## src/assert_macros.svh

```systemverilog
// Assertion helpers used by the resampler datapath RTL.
// Every macro samples on clk and holds off while arst_n is low.
`ifndef ASSERT_MACROS_SVH
`define ASSERT_MACROS_SVH

// Same-cycle implication.
`define PRR_ASSERT_SAME(name, ante, cons, msg) \
	name: assert property (@(posedge clk) disable iff (!arst_n) (ante) |-> (cons)) \
		else $error(msg);

// Next-cycle implication.
`define PRR_ASSERT_NEXT(name, ante, cons, msg) \
	name: assert property (@(posedge clk) disable iff (!arst_n) (ante) |=> (cons)) \
		else $error(msg);

`endif

```

## src/prr_pkg.sv

```systemverilog
// ----------------------------------------------------------------------------
// prr_pkg
// Shared constants, codes and controller/datapath types of the resampler.
// ----------------------------------------------------------------------------
package prr_pkg;

	localparam int HISTORY_DEPTH = 32;
	localparam int MAX_BRANCHES  = 16;
	localparam int COEFF_DEPTH   = 512;
	localparam int MAX_RESULTS   = 16;
	localparam int MAX_DECIMATE  = 255;
	localparam int MAX_NEEDED    = 255;
	localparam int OUT_SHIFT     = 15;

	localparam int SAMPLE_W   = 16;
	localparam int ACC_W      = 32;
	localparam int FUNC_W     = 2;
	localparam int BR_W       = 5;
	localparam int DEC_W      = 8;
	localparam int HLEN_W     = 6;
	localparam int NEED_W     = 8;
	localparam int HIST_AW    = $clog2(HISTORY_DEPTH);
	localparam int TAP_W      = $clog2(HISTORY_DEPTH + 1);
	localparam int COEFF_AW   = $clog2(COEFF_DEPTH);
	localparam int PHASE_W    = $clog2(MAX_BRANCHES);
	localparam int PACC_W     = $clog2(MAX_BRANCHES + MAX_DECIMATE);
	localparam int RES_W      = $clog2(MAX_RESULTS);
	localparam int CFG_IDX_W  = 2;
	localparam int CFG_DATA_W = 8;

	localparam logic [BR_W-1:0]   BRANCHES_RST = BR_W'(9);
	localparam logic [DEC_W-1:0]  DECIMATE_RST = DEC_W'(10);
	localparam logic [HLEN_W-1:0] HLEN_RST     = HLEN_W'(30);

	localparam logic [CFG_IDX_W-1:0] CFG_BRANCHES = CFG_IDX_W'(0);
	localparam logic [CFG_IDX_W-1:0] CFG_DECIMATE = CFG_IDX_W'(1);
	localparam logic [CFG_IDX_W-1:0] CFG_HLEN     = CFG_IDX_W'(2);

	typedef enum logic [FUNC_W-1:0] {
		FUNC_PUSH    = 2'd0,
		FUNC_COEFF   = 2'd1,
		FUNC_RESTART = 2'd2
	} func_t;

	typedef enum logic [2:0] {
		ST_IDLE,
		ST_MAC_INIT,
		ST_MAC,
		ST_DIV,
		ST_OUT
	} ctrl_state_t;

	typedef struct packed {
		logic push;
		logic coeff_wr;
		logic restart;
		logic run_start;
		logic mac_init;
		logic step_init;
		logic div_sub;
		logic div_commit;
		logic out_load;
	} prr_cmd_t;

	typedef struct packed {
		logic need_le1;
		logic mac_done;
		logic div_ge;
		logic out_free;
		logic run_last;
	} prr_stat_t;

endpackage

```

## src/prr_ctrl.sv

```systemverilog
// ----------------------------------------------------------------------------
// prr_ctrl
// Sequencer: decodes input beats and steps the datapath through MAC,
// phase step and output load for every result of a push.
// ----------------------------------------------------------------------------
module prr_ctrl (
	input  logic                        clk,
	input  logic                        arst_n,
	input  logic                        in_valid,
	output logic                        in_ready,
	input  logic [prr_pkg::FUNC_W-1:0]  in_func,
	input  prr_pkg::prr_stat_t          stat,
	output prr_pkg::prr_cmd_t           cmd
);
	import prr_pkg::*;

	ctrl_state_t state_q, state_d;

	always_ff @(posedge clk or negedge arst_n) begin
		if (!arst_n) begin
			state_q <= ST_IDLE;
		end else begin
			state_q <= state_d;
		end
	end

	always_comb begin
		state_d  = state_q;
		cmd      = '0;
		in_ready = 1'b0;
		case (state_q)
			ST_IDLE: begin
				in_ready = 1'b1;
				if (in_valid) begin
					case (in_func)
						FUNC_PUSH: begin
							cmd.push = 1'b1;
							if (stat.need_le1) begin
								cmd.run_start = 1'b1;
								state_d       = ST_MAC_INIT;
							end
						end
						FUNC_COEFF:   cmd.coeff_wr = 1'b1;
						FUNC_RESTART: cmd.restart  = 1'b1;
						default:      ;
					endcase
				end
			end
			ST_MAC_INIT: begin
				cmd.mac_init = 1'b1;
				state_d      = ST_MAC;
			end
			ST_MAC: begin
				if (stat.mac_done) begin
					cmd.step_init = 1'b1;
					state_d       = ST_DIV;
				end
			end
			ST_DIV: begin
				if (stat.div_ge) begin
					cmd.div_sub = 1'b1;
				end else begin
					cmd.div_commit = 1'b1;
					state_d        = ST_OUT;
				end
			end
			ST_OUT: begin
				if (stat.out_free) begin
					cmd.out_load = 1'b1;
					state_d      = stat.run_last ? ST_IDLE : ST_MAC_INIT;
				end
			end
			default: state_d = ST_IDLE;
		endcase
	end

endmodule

```

## config.mk

```make
export PLATFORM = sky130hd
export DESIGN_NAME = prr_ctrl
export DESIGN_NICKNAME = d
export VERILOG_FILES = /design/src/assert_macros.svh /design/src/prr_pkg.sv /design/src/prr_ctrl.sv
export SDC_FILE = /design/constraint.sdc
export NUM_CORES = 1
export LEC_CHECK = 0
export BUFFER_PORTS_ARGS = -buffer_cell sky130_fd_sc_hd__buf_2
export CELL_PAD_IN_SITES_DETAIL_PLACEMENT = 2
export CELL_PAD_IN_SITES_GLOBAL_PLACEMENT = 2
export CORE_MARGIN = 1
export CORE_UTILIZATION = 21
export CTS_CLUSTER_SIZE = 20
export DETAILED_ROUTE_END_ITERATION = 7
export PLACE_DENSITY = 0.75
export SLEW_MARGIN = 20
export SYNTH_ARGS = -nofsm -noshare
export SYNTH_HDL_FRONTEND = slang
export SYNTH_SLANG_ARGS = --single-unit
export TNS_END_PERCENT = 50
```

## constraint.sdc

```tcl
create_clock -name clk -period 2.2 [get_ports clk]
set_clock_uncertainty 0.15 [all_clocks]
set_input_delay 0.11 -clock clk [delete_from_list [all_inputs] [get_ports clk]]
set_output_delay 0.11 -clock clk [all_outputs]
set_load 0.02 [all_outputs]
```

==> results of run 1 <==
-- cell type report --
| type | count | area (µm²) |
|---|---|---|
| multi-input combinational | 23 | 191 |
| tap | 15 | 18.8 |
| sequential | 3 | 75.1 |
| clock buffer | 4 | 26.3 |
| fill | 163 | 867 |
| timing repair buffer | 21 | 115 |
| inverter | 2 | 7.51 |
-- logic make-up after synthesis --
group                  synth area share [%]
and+or+nand+nor                        48.7
AOI/OAI and AO/OA                      16.7
buffers and inverters                  8.98
DFF                                    25.6
-- routing by layer --
| layer | up-vias | track usage [%] | routed length [µm] |
|---|---|---|---|
| met5 | - | 0 | 0 |
| met4 | 0 | 10.3 | 0 |
| met3 | 0 | 1.70 | 40 |
| met2 | 10 | 23.3 | 431 |
| met1 | 161 | 15.3 | 395 |
| li1 | 159 | - | - |
-- stage by stage --
step | utilization (%) | setup WS [ns] | instances | cell area [µm²] | power [µW]
floorplan | - | 0.571 | 30 | 293 | 350
global placement | 29.8 | 0.777 | 62 | 388 | 402
detailed placement | 29.8 | 0.744 | 62 | 388 | 406
CTS | 33.4 | 0.478 | 68 | 434 | 516
global route | 33.4 | 0.421 | 68 | 434 | 549
finish | 33.4 | 0.502 | 68 | 434 | 503
-- power groups by stage --
stage,Combinational (µW),Clock (µW),Sequential [µW]
finish,254,97.3,152
global route,281,110,158
CTS,258,105,153
detailed placement,256,0,151
global placement,250,0,152
floorplan,247,0,104
-- layout by cell type, fill, tap and decap left out, types with 2 or more instances in the layout --
cell type,n
buf_2,19
clkbuf_4,3
dfrtp_1,3
dlygate4sd3_1,2
inv_1,2
nand2_1,2
nor2_1,2
nor3_1,3
nor3b_2,3
-- how the worst min path moves through the flow --
stage                            end  cells past startpoint  slack [ns]
after CTS                 state_q[2]                      2        0.04
after global placement    state_q[2]                      1       -0.24
after global routing      state_q[2]                      2        0.05
after floorplan           state_q[0]                      0       -0.34
final                     state_q[2]                      2        0.05
after detailed placement  state_q[2]                      1       -0.24
-- repair_timing --
item,in CTS,in global routing
hold endpoints to repair,4,0
endpoints found under the setup margin,0,0
hold buffers,2,0
buffers inserted,0,0
==> summary.md, run 1 <==
| Metric | Value |
|---|---|
| Avg Inst Size Synth | `9.76 µm²` |
| CP bufs+invs | `1` |
| CP peak stage delay | `0.50 ns` |
| Yosys warns | `0` |
| Dpl hpwl | `644 µm` |
| RR Endpoint | `state_q[0]` |
| Worst setup SP type | `flop` |
| #FFs+latches synth | `3` |
| Delay-heaviest family, CP | `simple AND/OR/NAND/NOR gates` |
| DRT Pass-1 Iters | `4` |
| Area grow syn2layout | `48.3%` |
| Ant. Diodes | `0` |
| IO Count | `20` |
| Max Clk Rate | `589 MHz` |
| Final Max Slew Viols | `0` |
| Min-delay worst type | `in -> async` |
| CP endpoint | `cmd[7]` |
| CP Cell Sequence | `nor3_4 > nand2_2 > nor3b_2 > buf_2` |
| Final count of hold timing violations | `0` |
| Initial antenna violation count | `0` |
| Synth top area share | `25.6%` |
| Crit Path Category | `reg -> out` |
| Setup slack, reg-to-reg | `0.76 ns` |
| Via density | `4.85` |
| Sink Count | `3` |
| Cell-internal power | `257 µW` |
| Endpoints failing setup | `0` |
| Setup TNS | `0 ns` |
| Net Switching | `247 µW` |
| Syn nets | `40` |
| FF-to-FF path depth | `3` |
| Register area share after synthesis | `25.6%` |
| First-pass GRT wire length | `1.39 mm` |
| Switching share of total power | `49.0%` |
| FFs w/ async S/R, synth | `100%` |
| Cts repair resizes | `0` |
| DRC | `0` |
| Row count | `13` |
| Critical Path RT | `1.94 ns` |
| Total power divided by cell area | `1160 nW/µm²` |
| Comb pwr share | `50.4%` |
| Slew HR | `75.4%` |
| Clock power frac | `19.3%` |
| Layout cell share with drive strength beyond 1 | `58.5%` |
| CTS tree | `yes` |
| Vias in the first global route | `326` |
| Starting Density | `22.5%` |
| Crit path capture type | `primary output` |
| Stages on worst setup path | `4` |
| Minimum clock period | `1.70 ns` |
| Die Ht | `39.3 µm` |
| Synth Flop Type | `dfrtp_1` |
| Largest net degree at the start of global routing | `11` |
| Die area | `1550 µm²` |
| Top cells by count, synth | `dfrtp_1, nor3_1, nor3b_2` |
| Worst-margin pin slew | `0.369 ns` |
| Mapped Area | `293 µm²` |
| Drt total wl | `867 µm` |
| Final antenna-violating net count | `0` |
| Net count reported at finish | `64` |
| Final hold slack | `0.0519 ns` |
| Wire per inst | `12.8 µm` |
| Total GRT Usage | `13.7%` |
| Largest regs | `state_q: 3 flops` |
| RSZ-0062 raised after global routing | `no` |
| Sequential share of power | `30.3%` |
| Synth area leaders | `dfrtp_1, nor3b_2, nor3_4` |
| Buffers on Ports | `19` |
| Crit. Startpoint | `state_q[1]` |
| DRT iter0 DRCs | `5` |
| CTS Buffer Depth | `2` |
| Vias | `330` |
| Core ar. | `1300 µm²` |
| Leakage | `0.000207 µW` |
| Worst Path Max Fanout | `10` |
| Max rail drop VDD | `378 µV` |
| Mapped Cells | `30` |
| Clock root buffer | `clkbuf_4` |
| Number of flops mapped to enable cells by yosys | `0` |
| CTS clk-pin slew, worst paths | `0.04 ns` |
| Total congestion overflow | `0` |
| Clock latency on the worst-skew pair | `0.23 ns` |
| H-tree Lvls | `1` |
| Die X | `39.3 µm` |
| Status | `completed` |
| Most flops, register | `state_q` |
| Synth cell types | `21` |
| Reg2Reg Launch Point | `state_q[2]` |
| Max reg flops | `3` |
| Largest area contributor in the netlist | `dfrtp_1` |
| Gp weighted congestion | `0.731` |
| Total CTS buffers | `3` |
| Final period util | `77.2%` |
| Critical Path AT | `1.44 ns` |
| Max cap viols | `0` |
| Slowest CP cell | `dfrtp_1` |
No activity file was read; power rests on OpenSTA's default activity.
==> inputs of run 2 (changes only) <==
--- a/config.mk
+++ b/config.mk
@@ -9,10 +9,10 @@
 export CELL_PAD_IN_SITES_DETAIL_PLACEMENT = 2
 export CELL_PAD_IN_SITES_GLOBAL_PLACEMENT = 2
 export CORE_MARGIN = 1
-export CORE_UTILIZATION = 21
+export CORE_UTILIZATION = 20
 export CTS_CLUSTER_SIZE = 20
 export DETAILED_ROUTE_END_ITERATION = 7
-export PLACE_DENSITY = 0.75
+export PLACE_DENSITY = 0.72
 export SLEW_MARGIN = 20
 export SYNTH_ARGS = -nofsm -noshare
 export SYNTH_HDL_FRONTEND = slang
==> constraint.sdc (replaced) <==
create_clock -name clk -period 1.7 [get_ports clk]
set_clock_uncertainty 0.15 [all_clocks]
set_input_delay 0.085 -clock clk [delete_from_list [all_inputs] [get_ports clk]]
set_output_delay 0.085 -clock clk [all_outputs]
set_load 0.02 [all_outputs]
==> run 2 against run 1 <==
  * Combinational power is 31% higher
  * Sequential share of layout area rose by 0.24 points
  * Sequential cell count unchanged
  * Final area grew 0.29%
  * Via count rose by 0.30%
  * Critical path depth is the same
  * Largest cell class unchanged
  * First-iteration DRC count is 100% lower
  * Clock power rose by 28%
  * Count of clock-buffer cells in the layout did not move
==> summary.md, run 2 (synthesis results as in run 1) <==
| Metric | Value |
|---|---|
| Area of the multi-input gates | `191 µm² (unchanged)` |
| Dpl ws | `0.279 ns (-0.465 ns)` |
| Clock latency on the worst-skew pair | `0.23 ns (about the same)` |
| CP Cell Sequence | `nor3_4 > nand2_2 > nor3b_2 > buf_2` |
| Most flops, register | `state_q` |
| Cell-internal power | `335 µW (+30%)` |
| Minimum clock period | `1.62 ns` |
| Max reg flops | `3 (unchanged)` |
| Top Layer Used | `met3` |
| Layout cell share with drive strength beyond 1 | `60.4% (+1.9 points)` |
| Status | `completed` |
| FF/Latch Area | `76.3 µm² (+1.7%)` |
| Final period util | `95.5%` |
| IO Count | `20 (unchanged)` |
| Buffers on Ports | `19 (unchanged)` |
| Vias | `331 (+0.30%)` |
| Net Switching | `324 µW (+31%)` |
| Via density | `4.87 (+0.30%)` |
| DRT iter0 DRCs | `0 (-5)` |
| Max Clk Rate | `616 MHz` |
| Critical Path AT | `1.39 ns (-0.05 ns)` |
| Post-route insts no fill | `68 (unchanged)` |
| Total chip power | `659 µW (+31%)` |
| Slew HR | `78.2% (+2.8 points)` |
| Largest regs | `state_q: 3 flops` |
| Worst setup SP type | `flop` |
| Leakage | `0.000207 µW (-0.42%)` |
| Largest net degree at the start of global routing | `11 (unchanged)` |
| Die area | `1620 µm² (+4.7%)` |
| Clock power frac | `18.9% (-0.4 points)` |
| Reg2Reg Launch Point | `state_q[2]` |
| PnR worst setup slack | `0.0767 ns (-0.425 ns)` |
| CTS Buffer Depth | `2 (unchanged)` |
| Gp weighted congestion | `0.652 (-11%)` |
| Crit path capture type | `primary output` |
| Most common cell after layout, fill and taps aside | `buf_2` |
| Met2 wire length | `464 µm (+7.7%)` |
| Wire per inst | `13.0 µm (+2.3%)` |
| Routed met1 length | `385 µm (-2.5%)` |
| Final count of hold timing violations | `0 (unchanged)` |
| Drt total wl | `887 µm (+2.3%)` |
| Switching share of total power | `49.2% (+0.15 points)` |
| Total GRT Usage | `12.7% (-1.0 points)` |
| Die Ht | `40.3 µm (+2.3%)` |
| Initial antenna violation count | `0 (unchanged)` |
| DRC | `0 (unchanged)` |
| Comb pwr share | `50.7% (+0.3 points)` |
| First-pass GRT wire length | `1.35 mm (-3.0%)` |
| Min-delay worst type | `in -> async` |
| Crit. Startpoint | `state_q[0]` |
| Core ar. | `1330 µm² (+2.5%)` |
| Setup slack, reg-to-reg | `0.32 ns (-0.44 ns)` |
| Filler instances | `177 (+8.6%)` |
| Clock root buffer | `clkbuf_4` |
| DRT Pass-1 Iters | `1 (-3)` |
| Total power divided by cell area | `1510 nW/µm² (+30%)` |
| Setup TNS | `0 ns (unchanged)` |
| Most frequent cells in the layout | `buf_2, nor3_1, nor3b_2, clkbuf_4` |
| Net count reported at finish | `64 (unchanged)` |
| Starting Density | `22.0% (-0.55 points)` |
| RSZ-0062 raised after global routing | `no` |
| Final Max Slew Viols | `0 (unchanged)` |
| Sequential share of power | `30.4% (about the same)` |
| Die X | `40.3 µm (+2.3%)` |
| Worst-margin pin slew | `0.326 ns (-0.0422 ns)` |
| Critical Path RT | `1.46 ns (-0.48 ns)` |
| Sink Count | `3 (unchanged)` |
| Finished Cell Area | `435 µm² (+0.29%)` |
| Area grow syn2layout | `48.7%` |
| Dpl hpwl | `661 µm (+2.8%)` |
| Endpoints failing setup | `0 (unchanged)` |
| Max cap viols | `0 (unchanged)` |
| Total congestion overflow | `0 (unchanged)` |
| Met3 wire len | `37 µm (-7.5%)` |
| CTS clk-pin slew, worst paths | `0.04 ns (about the same)` |
| Ant. Diodes | `0 (unchanged)` |
| # placed instances | `62 (unchanged)` |
| Final antenna-violating net count | `0 (unchanged)` |
| CP peak stage delay | `0.48 ns (-0.02 ns)` |
| Total CTS buffers | `3 (unchanged)` |
| Row count | `13 (unchanged)` |
| Slowest CP cell | `dfrtp_1` |
| Max rail drop VDD | `529 µV (+40%)` |
| Crit Path Category | `reg -> out` |
| Vias in the first global route | `346 (+6.1%)` |
| CTS tree | `yes` |
| H-tree Lvls | `1 (unchanged)` |
| Worst Path Max Fanout | `7 (-3)` |
| DP Area | `388 µm² (unchanged)` |
-- run 2: cell counts in the layout (fill, tap and decap cells not counted) --
Identical to the previous run, type by type.
-- run 2: what timing repair did --
| action | 4_1_cts | 5_1_grt |
|---|---|---|
| setup endpoints to repair | 0 | 3 |
| resized for setup | 0 | 1 |
| hold buffers | 2 | 0 |
| buffers inserted | 0 | 0 |
| endpoints found under the hold margin | 4 | 0 |
-- run 2: metal layers --
layer  up-vias  global-route usage (%)
met3         0                   0.556
met1       157                    14.2
met2        13                    22.2
met4         0                    10.0
li1        161                       -
met5         -                       0
-- run 2: layout make-up --
cell class | count | area share [%]
Clock buffer | 4 | 6.03
Inverter | 2 | 1.72
Multi-Input combinational cell | 23 | 44.0
Sequential cell | 3 | 17.5
Tap cell | 15 | 4.31
Timing Repair Buffer | 21 | 26.4
-- run 2: critical path, delay by kind of cell, from the launching register on --
kind          cells  cell delay [ns]
simple gates      3             0.50
flops             1             0.48
buf+inv           1             0.18
-- run 2: final timing paths --
path,to,cells past startpoint
max,cmd[7],4
min,state_q[2],2
max reg2reg,state_q[0],3
min reg2reg,state_q[1],1
max in group asynchronous,state_q[1],2
min in group clk,state_q[0],3
-- run 2: power by group through the flow --
| stage | combinational (µW) | sequential, µW | clock, µW |
|---|---|---|---|
| CTS | 335 | 199 | 127 |
| detailed placement | 328 | 200 | 0 |
| global route | 374 | 212 | 134 |
| finish | 334 | 200 | 125 |
| floorplan | 319 | 134 | 0 |
| global placement | 323 | 195 | 0 |
-- run 2: through the flow --
stage	hold slack, ns	utilization, %
5_1_grt	0.0471	32.6
6_report	0.0264	32.6
3_5_place_dp	-0.266	29.1
2_1_floorplan	-0.361	-
3_3_place_gp	-0.267	29.1
4_1_cts	0.0237	32.6
